**config.mk**
```make
export PLATFORM = sky130hd
export DESIGN_NAME = acoustic_passby_speed_detector_top
export DESIGN_NICKNAME = d
export VERILOG_FILES = /design/src/sv/apsd_pkg.sv /design/src/sv/apsd_div.sv /design/src/sv/apsd_dp.sv /design/src/sv/apsd_ctrl.sv /design/src/sv/acoustic_passby_speed_detector_top.sv
export SDC_FILE = /design/constraint.sdc
export NUM_CORES = 1
export LEC_CHECK = 0
export ABC_CLOCK_PERIOD_IN_PS = 4700
export BUFFER_PORTS_ARGS = -buffer_cell sky130_fd_sc_hd__buf_2
export CAP_MARGIN = 40
export CELL_PAD_IN_SITES_DETAIL_PLACEMENT = 0
export CELL_PAD_IN_SITES_GLOBAL_PLACEMENT = 1
export CORE_MARGIN = 2
export CORE_UTILIZATION = 44
export DETAILED_ROUTE_END_ITERATION = 6
export GPL_TIMING_DRIVEN = 0
export HOLD_SLACK_MARGIN = 0.1
export PLACE_DENSITY = 0.87
export SYNTH_ARGS = -nofsm -noshare
export SYNTH_HDL_FRONTEND = slang
export SYNTH_HIERARCHICAL = 1
export SYNTH_SLANG_ARGS = --single-unit
```
**constraint.sdc**
```tcl
create_clock -name clk_i -period 4.7 [get_ports clk_i]
set_input_delay 0.235 -clock clk_i [delete_from_list [all_inputs] [get_ports clk_i]]
set_output_delay 0.235 -clock clk_i [all_outputs]
set_load 0.01 [all_outputs]
```
**src/sv/apsd_pkg.sv**
```systemverilog
package apsd_pkg;

  // Fixed field widths and defaults
  localparam int SPEED_BITS         = 32;
  localparam int LEVEL_BITS_DEF     = 11;
  localparam int TIME_BITS_DEF      = 32;
  localparam int CFG_ADDR_BITS      = 2;
  localparam int CFG_DATA_BITS      = 32;
  localparam int MODE_BITS          = 2;
  localparam logic [SPEED_BITS-1:0] SPEED_CONSTANT_RST = 32'd3117691;

  typedef enum logic [CFG_ADDR_BITS-1:0] {
    CFG_TRIGGER     = 2'd0,
    CFG_SILENCE     = 2'd1,
    CFG_CONTINUOUS  = 2'd2,
    CFG_SPEED_CONST = 2'd3
  } cfg_addr_e;

  typedef enum logic [MODE_BITS-1:0] {
    MODE_LEVEL  = 2'd0,
    MODE_ARM    = 2'd1,
    MODE_DISARM = 2'd2
  } mode_e;

  // Measurement phase
  typedef enum logic [2:0] {
    PH_IDLE  = 3'b001,
    PH_WAIT  = 3'b010,
    PH_TRACK = 3'b100
  } phase_e;

  // Sequencer state
  typedef enum logic [3:0] {
    ST_IDLE  = 4'b0001,
    ST_START = 4'b0010,
    ST_DIV   = 4'b0100,
    ST_LOAD  = 4'b1000
  } state_e;

  typedef struct packed {
    logic accept;     // take the input word, update tracking
    logic div_start;  // start the speed division
    logic load;       // move the result into the output register
  } ctrl_cmd_t;

  typedef struct packed {
    logic result;     // current input word closes an event
    logic div_done;   // quotient ready
    logic out_free;   // output register can take a word
  } ctrl_sts_t;

endpackage

```
**src/sv/apsd_div.sv**
```systemverilog
module apsd_div import apsd_pkg::*; #(
  parameter int TIME_BITS = TIME_BITS_DEF
) (
  input  logic                  clk_i,
  input  logic                  rst_ni,
  input  logic                  start_i,
  input  logic [SPEED_BITS-1:0] dividend_i,
  input  logic [TIME_BITS-1:0]  divisor_i,
  output logic                  done_o,
  output logic [SPEED_BITS-1:0] quotient_o
);

  localparam int CNT_W = $clog2(SPEED_BITS);
  localparam logic [CNT_W-1:0] CNT_LAST = CNT_W'(SPEED_BITS - 1);

  logic                  busy_q, busy_d;
  logic                  done_q, done_d;
  logic [CNT_W-1:0]      cnt_q, cnt_d;
  logic [SPEED_BITS-1:0] quo_q, quo_d;
  logic [TIME_BITS-1:0]  rem_q, rem_d;
  logic [TIME_BITS-1:0]  dvs_q, dvs_d;

  logic [TIME_BITS:0]    shifted;
  logic [TIME_BITS:0]    diff;
  logic                  ge;

  // Restoring division, one quotient bit per cycle; divisor zero gives all ones
  assign shifted = {rem_q, quo_q[SPEED_BITS-1]};
  assign diff    = shifted - {1'b0, dvs_q};
  assign ge      = shifted >= {1'b0, dvs_q};

  always_comb begin
    busy_d = busy_q;
    done_d = 1'b0;
    cnt_d  = cnt_q;
    quo_d  = quo_q;
    rem_d  = rem_q;
    dvs_d  = dvs_q;
    if (start_i) begin
      busy_d = 1'b1;
      cnt_d  = '0;
      quo_d  = dividend_i;
      rem_d  = '0;
      dvs_d  = divisor_i;
    end else if (busy_q) begin
      quo_d = {quo_q[SPEED_BITS-2:0], ge};
      rem_d = ge ? diff[TIME_BITS-1:0] : shifted[TIME_BITS-1:0];
      cnt_d = cnt_q + 1'b1;
      if (cnt_q == CNT_LAST) begin
        busy_d = 1'b0;
        done_d = 1'b1;
      end
    end
  end

  always_ff @(posedge clk_i or negedge rst_ni) begin
    if (!rst_ni) begin
      busy_q <= 1'b0;
      done_q <= 1'b0;
      cnt_q  <= '0;
    end else begin
      busy_q <= busy_d;
      done_q <= done_d;
      cnt_q  <= cnt_d;
    end
  end

  always_ff @(posedge clk_i) begin
    quo_q <= quo_d;
    rem_q <= rem_d;
    dvs_q <= dvs_d;
  end

  assign done_o     = done_q;
  assign quotient_o = quo_q;

endmodule

```
**src/sv/apsd_dp.sv**
```systemverilog
module apsd_dp import apsd_pkg::*; #(
  parameter int LEVEL_BITS = LEVEL_BITS_DEF,
  parameter int TIME_BITS  = TIME_BITS_DEF
) (
  input  logic                     clk_i,
  input  logic                     rst_ni,
  input  logic                     cfg_we_i,
  input  logic [CFG_ADDR_BITS-1:0] cfg_addr_i,
  input  logic [CFG_DATA_BITS-1:0] cfg_wdata_i,
  input  logic [MODE_BITS-1:0]     mode_i,
  input  logic [LEVEL_BITS-1:0]    level_i,
  input  logic [TIME_BITS-1:0]     time_i,
  input  ctrl_cmd_t                cmd_i,
  output ctrl_sts_t                sts_o,
  input  logic                     m_ready_i,
  output logic                     m_valid_o,
  output logic [SPEED_BITS-1:0]    speed_o,
  output logic [LEVEL_BITS-1:0]    peak_o,
  output logic [LEVEL_BITS-1:0]    half_o,
  output logic [TIME_BITS-1:0]     delta_o,
  output logic                     zero_o
);

  // Configuration
  logic [LEVEL_BITS-1:0] trig_q, sil_q;
  logic                  cont_q;
  logic [SPEED_BITS-1:0] const_q;

  always_ff @(posedge clk_i or negedge rst_ni) begin
    if (!rst_ni) begin
      trig_q  <= '0;
      sil_q   <= '0;
      cont_q  <= 1'b0;
      const_q <= SPEED_CONSTANT_RST;
    end else if (cfg_we_i) begin
      unique case (cfg_addr_i)
        CFG_TRIGGER:     trig_q  <= cfg_wdata_i[LEVEL_BITS-1:0];
        CFG_SILENCE:     sil_q   <= cfg_wdata_i[LEVEL_BITS-1:0];
        CFG_CONTINUOUS:  cont_q  <= cfg_wdata_i[0];
        CFG_SPEED_CONST: const_q <= cfg_wdata_i[SPEED_BITS-1:0];
        default: ;
      endcase
    end
  end

  // Event tracking
  phase_e                ph_q, ph_d;
  logic [LEVEL_BITS-1:0] pk_q, pk_d, hl_q, hl_d;
  logic [TIME_BITS-1:0]  pkt_q, pkt_d, ht_q, ht_d;
  logic                  hs_q, hs_d;
  logic                  result;

  // Snapshot of a closed event
  logic [LEVEL_BITS-1:0] res_pk_q, res_hl_q;
  logic [TIME_BITS-1:0]  res_dt_q;
  logic [LEVEL_BITS-1:0] res_pk_d, res_hl_d;
  logic [TIME_BITS-1:0]  res_dt_d;

  logic                  new_peak, half_hit;

  assign new_peak = level_i > pk_q;
  assign half_hit = !new_peak && !hs_q && (level_i < (pk_q >> 1));

  always_comb begin
    ph_d     = ph_q;
    pk_d     = pk_q;
    pkt_d    = pkt_q;
    hl_d     = hl_q;
    ht_d     = ht_q;
    hs_d     = hs_q;
    result   = 1'b0;
    res_pk_d = res_pk_q;
    res_hl_d = res_hl_q;
    res_dt_d = res_dt_q;
    unique case (mode_i)
      MODE_ARM, MODE_DISARM: begin
        pk_d  = '0;
        pkt_d = '0;
        hl_d  = '0;
        ht_d  = '0;
        hs_d  = 1'b0;
        ph_d  = (mode_i == MODE_ARM) ? PH_WAIT : PH_IDLE;
      end
      MODE_LEVEL: begin
        unique case (ph_q)
          PH_WAIT: begin
            if (level_i > trig_q) begin
              pk_d  = level_i;
              pkt_d = time_i;
              hs_d  = 1'b0;
              ph_d  = PH_TRACK;
            end
          end
          PH_TRACK: begin
            if (new_peak) begin
              pk_d  = level_i;
              pkt_d = time_i;
              hs_d  = 1'b0;
            end else if (half_hit) begin
              hs_d = 1'b1;
              hl_d = level_i;
              ht_d = time_i;
            end
            // a new peak clears the record, so it never ends the event
            if (hs_d && (level_i < sil_q)) begin
              result   = 1'b1;
              res_pk_d = pk_d;
              res_hl_d = hl_d;
              res_dt_d = ht_d - pkt_d;
              pk_d     = '0;
              pkt_d    = '0;
              hl_d     = '0;
              ht_d     = '0;
              hs_d     = 1'b0;
              ph_d     = cont_q ? PH_WAIT : PH_IDLE;
            end
          end
          default: ;
        endcase
      end
      default: ;
    endcase
  end

  always_ff @(posedge clk_i or negedge rst_ni) begin
    if (!rst_ni) begin
      ph_q  <= PH_IDLE;
      pk_q  <= '0;
      pkt_q <= '0;
      hl_q  <= '0;
      ht_q  <= '0;
      hs_q  <= 1'b0;
    end else if (cmd_i.accept) begin
      ph_q  <= ph_d;
      pk_q  <= pk_d;
      pkt_q <= pkt_d;
      hl_q  <= hl_d;
      ht_q  <= ht_d;
      hs_q  <= hs_d;
    end
  end

  always_ff @(posedge clk_i) begin
    if (cmd_i.accept) begin
      res_pk_q <= res_pk_d;
      res_hl_q <= res_hl_d;
      res_dt_q <= res_dt_d;
    end
  end

  // Speed division
  logic                  div_done;
  logic [SPEED_BITS-1:0] quotient;

  apsd_div #(
    .TIME_BITS(TIME_BITS)
  ) u_div (
    .clk_i      (clk_i),
    .rst_ni     (rst_ni),
    .start_i    (cmd_i.div_start),
    .dividend_i (const_q),
    .divisor_i  (res_dt_q),
    .done_o     (div_done),
    .quotient_o (quotient)
  );

  // Output register
  logic                  m_valid_q;
  logic [SPEED_BITS-1:0] speed_q;
  logic [LEVEL_BITS-1:0] peak_q, half_q;
  logic [TIME_BITS-1:0]  delta_q;
  logic                  zero_q;

  always_ff @(posedge clk_i or negedge rst_ni) begin
    if (!rst_ni) begin
      m_valid_q <= 1'b0;
    end else if (cmd_i.load) begin
      m_valid_q <= 1'b1;
    end else if (m_ready_i) begin
      m_valid_q <= 1'b0;
    end
  end

  always_ff @(posedge clk_i) begin
    if (cmd_i.load) begin
      speed_q <= quotient;
      peak_q  <= res_pk_q;
      half_q  <= res_hl_q;
      delta_q <= res_dt_q;
      zero_q  <= (res_dt_q == '0);
    end
  end

  assign sts_o.result   = result;
  assign sts_o.div_done = div_done;
  assign sts_o.out_free = !m_valid_q || m_ready_i;

  assign m_valid_o = m_valid_q;
  assign speed_o   = speed_q;
  assign peak_o    = peak_q;
  assign half_o    = half_q;
  assign delta_o   = delta_q;
  assign zero_o    = zero_q;

endmodule

```
**src/sv/apsd_ctrl.sv**
```systemverilog
module apsd_ctrl import apsd_pkg::*; (
  input  logic      clk_i,
  input  logic      rst_ni,
  input  logic      s_valid_i,
  output logic      s_ready_o,
  input  ctrl_sts_t sts_i,
  output ctrl_cmd_t cmd_o
);

  state_e state_q, state_d;

  always_comb begin
    state_d   = state_q;
    cmd_o     = '0;
    s_ready_o = 1'b0;
    unique case (state_q)
      ST_IDLE: begin
        s_ready_o = 1'b1;
        if (s_valid_i) begin
          cmd_o.accept = 1'b1;
          if (sts_i.result) begin
            state_d = ST_START;
          end
        end
      end
      ST_START: begin
        cmd_o.div_start = 1'b1;
        state_d         = ST_DIV;
      end
      ST_DIV: begin
        if (sts_i.div_done) begin
          state_d = ST_LOAD;
        end
      end
      ST_LOAD: begin
        // wait for the previous result to drain
        if (sts_i.out_free) begin
          cmd_o.load = 1'b1;
          state_d    = ST_IDLE;
        end
      end
      default: state_d = ST_IDLE;
    endcase
  end

  always_ff @(posedge clk_i or negedge rst_ni) begin
    if (!rst_ni) begin
      state_q <= ST_IDLE;
    end else begin
      state_q <= state_d;
    end
  end

endmodule

```
**src/sv/acoustic_passby_speed_detector_top.sv**
```systemverilog
// Pass-by speed detector. Each input word is a level window (tuser MODE_LEVEL) or an
// arm/disarm event. A word that does not close an event is accepted at once and the
// next can follow immediately. A word that closes an event starts a bit-serial 32-bit
// division (speed_constant / delta_ms): the input stays stalled through a start state,
// 32 divide steps, a wait for the divider's done flag and a load into the output
// register, and longer while an earlier result still waits downstream. Results sit in
// an output register, so the input side runs on while a result waits to be taken.
module acoustic_passby_speed_detector_top import apsd_pkg::*; #(
  parameter int LEVEL_BITS = LEVEL_BITS_DEF,
  parameter int TIME_BITS  = TIME_BITS_DEF
) (
  input  logic                     clk_i,
  input  logic                     rst_ni,
  input  logic                     cfg_we_i,
  input  logic [CFG_ADDR_BITS-1:0] cfg_addr_i,
  input  logic [CFG_DATA_BITS-1:0] cfg_wdata_i,
  input  logic                     s_axis_tvalid_i,
  output logic                     s_axis_tready_o,
  // level, time_ms
  input  logic [((LEVEL_BITS+TIME_BITS+7)/8)*8-1:0] s_axis_tdata_i,
  // mode
  input  logic [MODE_BITS-1:0]     s_axis_tuser_i,
  output logic                     m_axis_tvalid_o,
  input  logic                     m_axis_tready_i,
  // speed_centi_kmh, peak_out, half_out, delta_ms
  output logic [((SPEED_BITS+2*LEVEL_BITS+TIME_BITS+7)/8)*8-1:0] m_axis_tdata_o,
  // zero_delta
  output logic                     m_axis_tuser_o
);

  localparam int OUT_W = ((SPEED_BITS + 2*LEVEL_BITS + TIME_BITS + 7) / 8) * 8;

  ctrl_cmd_t cmd;
  ctrl_sts_t sts;

  logic [SPEED_BITS-1:0] speed;
  logic [LEVEL_BITS-1:0] peak, half;
  logic [TIME_BITS-1:0]  delta;

  apsd_ctrl u_ctrl (
    .clk_i     (clk_i),
    .rst_ni    (rst_ni),
    .s_valid_i (s_axis_tvalid_i),
    .s_ready_o (s_axis_tready_o),
    .sts_i     (sts),
    .cmd_o     (cmd)
  );

  apsd_dp #(
    .LEVEL_BITS(LEVEL_BITS),
    .TIME_BITS (TIME_BITS)
  ) u_dp (
    .clk_i       (clk_i),
    .rst_ni      (rst_ni),
    .cfg_we_i    (cfg_we_i),
    .cfg_addr_i  (cfg_addr_i),
    .cfg_wdata_i (cfg_wdata_i),
    .mode_i      (s_axis_tuser_i),
    .level_i     (s_axis_tdata_i[LEVEL_BITS-1:0]),
    .time_i      (s_axis_tdata_i[LEVEL_BITS +: TIME_BITS]),
    .cmd_i       (cmd),
    .sts_o       (sts),
    .m_ready_i   (m_axis_tready_i),
    .m_valid_o   (m_axis_tvalid_o),
    .speed_o     (speed),
    .peak_o      (peak),
    .half_o      (half),
    .delta_o     (delta),
    .zero_o      (m_axis_tuser_o)
  );

  assign m_axis_tdata_o = OUT_W'({delta, half, peak, speed});

endmodule
```
* After elaboration in Yosys (flattened, before gate mapping) *
Index checks and enable logic that the tools add are counted.

storage, ports and cells
  bits in registers = 394

operators by class
  add/sub/neg operators = 3
  eq/ne operators = 20
  order comparisons = 5
  muxes and demuxes = 65
  reduce and logical (&&, ||, !) cells = 23

operators by type and width
  kind                                                                     number
  32-bit two-way mux                                                       14
  32-bit case mux with 2 select lines                                      3
  11-bit two-way mux                                                       7
  11-bit case mux with 2 select lines                                      3
  32-bit subtractor                                                        2
  33-bit by 32-bit >= comparator with 1-bit output                         1
  32-bit logical NOT                                                       1
  1-bit two-way mux                                                        23
  11-bit > comparator                                                      2
  4-bit two-way mux                                                        4
  4-bit case mux with 4 select lines                                       1
  3-bit case mux with 2 select lines                                       2
  4-bit AND reduction                                                      3
  11-bit by 10-bit < comparator with 1-bit output                          1
  11-bit < comparator                                                      1
  5-bit two-way mux                                                        2
  3-bit by 2-bit inequality test with 1-bit output, second input constant  3
  2-bit AND reduction                                                      4
  2-bit == test, second input constant                                     3
  3-bit two-way mux                                                        2
  2-bit by 1-bit inequality test with 1-bit output, second input constant  3
  2-bit nonzero test                                                       3
  5-bit by 1-bit adder with 5-bit output, second input constant            1
  5-bit == test, second input constant                                     1
  17 further kinds                                                         26

* Logic depth before layout (Yosys ltp) *
  word-level depth = 15
  mapped depth = 22

* Hierarchy *
The synthesis kept the hierarchy.

modules (own cells, without submodules)
  module                              cells each  area each (um2)  instances  seq. area each (um2)
  apsd_dp                             997         13559.3          1          7906.3
  apsd_div                            579         5949.5           1          2737.6
  apsd_ctrl                           26          256.5            1          101.3
  acoustic_passby_speed_detector_top  3           18.8             1          0.0

* Worst setup path before layout *
OpenSTA, ideal clock, no wires.

  path kind = register to register
  start = register u_dp.pk_q[8]
  end = register u_dp.res_dt_q[0], enable pin
  arrival time = 4.487 ns
  cell stages (with the launch flop) = 12
  slack = -0.253 ns
  library setup time = 0.466 ns
  clock period less this slack = 4.953 ns
  path buffers = 2
  cells stage by stage = dfrtp_1 inv_1 ha_1 a21o_1 a21o_1 a21oi_2 nor4b_4 nor2_1 or3_1 buf_6 buf_6 nor2_1

between the ends
  cells in the longest elaborated chain, start to end = 10

ends and longest elaborated chain
  item                               line            text
  start, declared                    apsd_dp.sv:48   logic [LEVEL_BITS-1:0] pk_q, pk_d, hl_q, hl_d;
  start signal, assigned             apsd_dp.sv:135  pk_q <= pk_d;
  11-bit > comparator                apsd_dp.sv:61   assign new_peak = level_i > pk_q;
  1-bit logical NOT                  apsd_dp.sv:62   assign half_hit = !new_peak && !hs_q && (level_i < (pk_q >> 1));
  1-bit logical AND (2 in a row)     apsd_dp.sv:62
  1-bit two-way mux                  apsd_dp.sv:99   end else if (half_hit) begin
  1-bit two-way mux (*)              apsd_dp.sv:95   if (new_peak) begin
  1-bit two-way mux (*)              apsd_dp.sv:85   unique case (ph_q)
  1-bit two-way mux (*)              apsd_dp.sv:75   unique case (mode_i)
  1-bit logical AND (*)              apsd_dp.sv:105  if (hs_d && (level_i < sil_q)) begin
  4-bit AND reduction (no line) (*)  n/a
  end signal, assigned               apsd_dp.sv:147  res_dt_q <= res_dt_d;
  end, declared                      apsd_dp.sv:55   logic [TIME_BITS-1:0] res_dt_q;

Every way passes the cells marked *; elsewhere a longest branch is shown, timed or not. The select of a mux whose other input is x is not followed.
A chain may end at the register's enable or synchronous reset.

* Worst setup path after layout *
  start = input port s_axis_tdata_i[8]
  end = register u_dp.res_dt_q[24] (data pin)

between the ends
  cells in the longest elaborated chain, start to end = 9

ends and longest elaborated chain
  item                            line                                      text
  start, declared                 acoustic_passby_speed_detector_top.sv:20  input logic [((LEVEL_BITS+TIME_BITS+7)/8)*8-1:0] s_axis_tdata_i,
  11-bit > comparator             apsd_dp.sv:61
  1-bit logical NOT               apsd_dp.sv:62
  1-bit logical AND (2 in a row)  apsd_dp.sv:62
  32-bit two-way mux              apsd_dp.sv:99
  32-bit two-way mux              apsd_dp.sv:95
  32-bit two-way mux              apsd_dp.sv:85
  32-bit two-way mux              apsd_dp.sv:75
  32-bit subtractor (*)           apsd_dp.sv:109                            res_dt_d = ht_d - pkt_d;

Marks and branches as above.

==> results.json <==
{
  "max_slew_margin_pct": 44.7,
  "synth_top_area_cell": "edfxtp_1",
  "power_density_mw_per_mm2": 414,
  "place_area_mm2": 0.0216,
  "ant_nets": 0,
  "dieArea_mm2": 0.0467,
  "die_h_um": 216,
  "maxCapViolations": 0,
  "antenna_found_initial": 0,
  "synth_seq_cells": 394,
  "grt_max_degree": 104,
  "finalHoldViolCount": 0,
  "critPathArrivalTime_ns": 4.87,
  "finalPower_mw": 10.1,
  "internal_power_mw": 7.27,
  "track_usage_pct": 21.0,
  "dp_hpwl_um": 35300,
  "syn2layout_area_growth_pct": 23.3,
  "htreeDepth": 2,
  "vdd_drop_max_uv": 343,
  "grt_first_pass_wirelength_um": 77800,
  "crit_type": "in2reg",
  "crit_path_start_kind": "primary input",
  "cts_inserted_buffers": 43,
  "numClockSinks": 394,
  "io_buffers": 172,
  "rsz0062_at_grt": "yes",
  "critPathMaxFanout": 8,
  "setup.worst_path.start": "s_axis_tdata_i[8]",
  "hold_slack_ns": 0.138,
  "synth_ff_type": "edfxtp_1",
  "r2r_cells": 20,
  "grt.overflow.total": 0,
  "critPathRequiredTime_ns": 4.99,
  "drive_above_1_share_pct": 25.8,
  "max_freq_ghz": 0.218,
  "syn_inst": 1605,
  "routabilityCongestion": 0.883,
  "core-area_mm2": 0.0443,
  "wire_per_inst_um": 19.5,
  "initial_utilization_pct": 44.6,
  "cts_tree": "built",
  "drc_errors": 0,
  "avgSynthCellArea_um2": 12.3,
  "io-pin-count": 180,
  "finalSetupViolations": 0,
  "layout_worst_path_cycle_share_pct": 97.5,
  "viasPerCell": 5.56,
  "clock_power_share_pct": 34.9,
  "p_leak_nw": 10.3,
  "r2r_end": "u_dp/res_dt_q[24]",
  "yosysSeqAreaShare_pct": 54.3,
  "p_switching_mw": 2.84,
  "clk_path_buf_depth": 3,
  "seqPwrFrac_pct": 39.9,
  "ys_types": 87,
  "synthesis.area_mm2": 0.0198,
  "first_global_vias": 14169,
  "dr_total_vias": 14258,
  "insertedDiodeCount": 0,
  "routed_wl_um": 50000,
  "async_reset_ff_share_pct": 39.8,
  "clk_pin_slew_ns": 0.06,
  "drv_slew": 0,
  "yosysTopAreaCellShare_pct": 31.1,
  "rows": 77,
  "period_needed_ns": 4.58,
  "firstDrtPassIters": 5,
  "drtIter0Drc": 994,
  "reg2reg_from": "u_dp/pk_q[8]",
  "synthTopCellsByArea": "edfxtp_1, dfrtp_1, ha_1",
  "die-width_um": 216,
  "nets": 2138,
  "final.fill_count": 3672,
  "fin_tns_setup_ns": 0,
  "hp-class": "in2reg",
  "clock_latency_ns": 0.56,
  "postLayoutCellArea_mm2": 0.0244,
  "yosys_warnings": 6,
  "ctsRootBufferMaster": "clkbuf_16",
  "worstMarginPinSlew_ns": 0.823,
  "p_comb_share_pct": 25.2,
  "synth_edf_count": 205,
  "r2r_slack_ns": 0.14,
  "p_sw_share_pct": 28.1,
  "status": "finished, final reports clean",
  "cp-end-kind": "flip-flop",
  "setup.worst_path.end": "u_dp/res_dt_q[24]",
  "skew_ns": 0.0159
}
[cell usage in the layout, fill, tap and decap left out, types with 10 or more instances in the layout]
cell / Yosys / layout
clkbuf_16: 0 / 46
nand4_1: 21 / 21
clkbuf_1: 32 / 42
buf_4: 7 / 36
mux2i_1: 47 / 44
a311oi_1: 16 / 16
nand2_1: 114 / 112
buf_6: 14 / 14
dlygate4sd3_1: 0 / 80
dfstp_2: 16 / 16
nor3_1: 23 / 23
buf_2: 18 / 183
o21ai_0: 79 / 73
nor4_1: 11 / 11
dfxtp_1: 32 / 32
nand2b_1: 10 / 10
dfrtp_1: 141 / 141
nor2b_1: 16 / 13
xor2_1: 24 / 24
xnor2_1: 35 / 34
inv_1: 91 / 88
edfxtp_1: 205 / 205
o21a_1: 11 / 11
nand3_1: 14 / 14
a21o_1: 34 / 34
a32o_1: 40 / 40
a21oi_1: 62 / 57
ha_1: 108 / 100
and3_1: 12 / 12
mux2_4: 34 / 34
a22o_1: 45 / 45
mux2_2: 82 / 82
nor2_1: 68 / 65
[cell usage after synthesis (all sizes together), types with 14 or more instances]
library cell,count
dfstp,16
nor2,68
mux2i,47
a21o,35
inv,91
nand3,14
edfxtp,205
xor2,24
buf,45
a22o,45
nand2,115
a311oi,16
clkbuf,32
mux2,117
xnor2,35
nand4,21
o21ai,82
a21oi,65
dfxtp,32
ha,108
nor3,24
a32o,40
dfrtp,141
nor2b,16
[kinds of logic after synthesis]
logic type	count (synthesis)	share of synthesized area, %
flip-flops	394	54.3
AO/OA/AOI/OAI	385	14.4
AND/OR/NAND/NOR	323	7.96
buffers and inverters	169	3.98
multiplexers	164	9.68
adder cells (fa/ha/maj)	110	7.03
XOR/XNOR	59	2.61
other	1	0.0190
[metal layers]
metal  vias to the layer above  share of wire [%]  global-route usage (%)
met5                         -                  0                       0
met4                         0                3.2                    7.05
met3                       113                5.1                    3.55
met2                       429                 47                    34.6
met1                      7031                 44                    28.3
li1                       6685                  -                       -
[power groups by stage]
stage	logic, mW	clock network, mW	registers [mW]
after CTS	2.32	3.60	4.03
after detailed placement	2.14	0	4.09
after global placement	2.09	0	4.08
after global routing	2.77	3.74	4.05
final	2.55	3.53	4.03
after floorplan	1.62	0	4.05
[through the flow]
| stage | cells | setup slack [ns] | utilization, % |
|---|---|---|---|
| 2_1_floorplan | 1606 | 0.188 | - |
| 3_3_place_gp | 2370 | -0.802 | 48.3 |
| 3_5_place_dp | 2376 | -0.930 | 48.7 |
| 4_1_cts | 2539 | 0.00409 | 54.2 |
| 5_1_grt | 2565 | -0.0265 | 55.1 |
| 6_report | 2565 | 0.119 | 55.1 |
[worst min-delay path by stage]
stage | from | end | slack, ns | cells after the start
6_report | cfg_addr_i[1] | u_dp/cont_q | 0.14 | 4
2_1_floorplan | rst_ni | u_ctrl/state_q[1] | -0.06 | 0
3_5_place_dp | rst_ni | u_dp/const_q[22] | 0.21 | 1
4_1_cts | cfg_addr_i[1] | u_dp/cont_q | 0.11 | 4
3_3_place_gp | u_dp/res_hl_q[3] | u_dp/half_o[3] | 0.41 | 0
5_1_grt | cfg_addr_i[1] | u_dp/cont_q | 0.11 | 4
[critical path, stage by stage]
cell           delay, ns
dlygate4sd3_1       0.54
clkbuf_4            0.20
ha_4                0.26
a21o_1              0.18
a21o_1              0.16
a21oi_2             0.17
nor4b_4             0.24
or2_1               0.16
buf_6               0.13
nand2_8             0.09
buf_12              0.15
buf_4               0.13
mux2_4              0.32
ha_4                0.27
a2111oi_2           0.34
o21ai_1             0.16
a221o_1             0.33
a31o_4              0.26
a22o_1              0.25
o21ai_2             0.16
xnor2_1             0.12
[state kept, by name, indices dropped and copies added, names as in the netlist, 32 cells and up]
register,count
u_dp/u_div/dvs_q,32
u_dp/u_div/quotient_o,32
u_dp/const_q,32
u_dp/res_dt_q,32
u_dp/speed_o,32
u_dp/ht_q,32
u_dp/delta_o,32
u_dp/u_div/rem_q,32
u_dp/pkt_q,32
[cell type report]
cell class	count	area, um^2	area share, %
sequential	394	10700	44.0
clock buffer	56	1180	4.82
buffer	77	498	2.04
multi-input combinational	1043	8520	34.9
timing repair buffer	288	2070	8.48
clock inverter	23	302	1.24
inverter	92	345	1.42
tap	592	741	3.04
[what timing repair did]
action,4_1_cts,5_1_grt
endpoints found under the hold margin,174,0
setup endpoints to repair,18,14
pin swaps,8,18
hold buffers,80,0
setup buffers,4,25
gates resized for setup,30,43
cloned,0,1
Power figures use the tool's default switching activity.
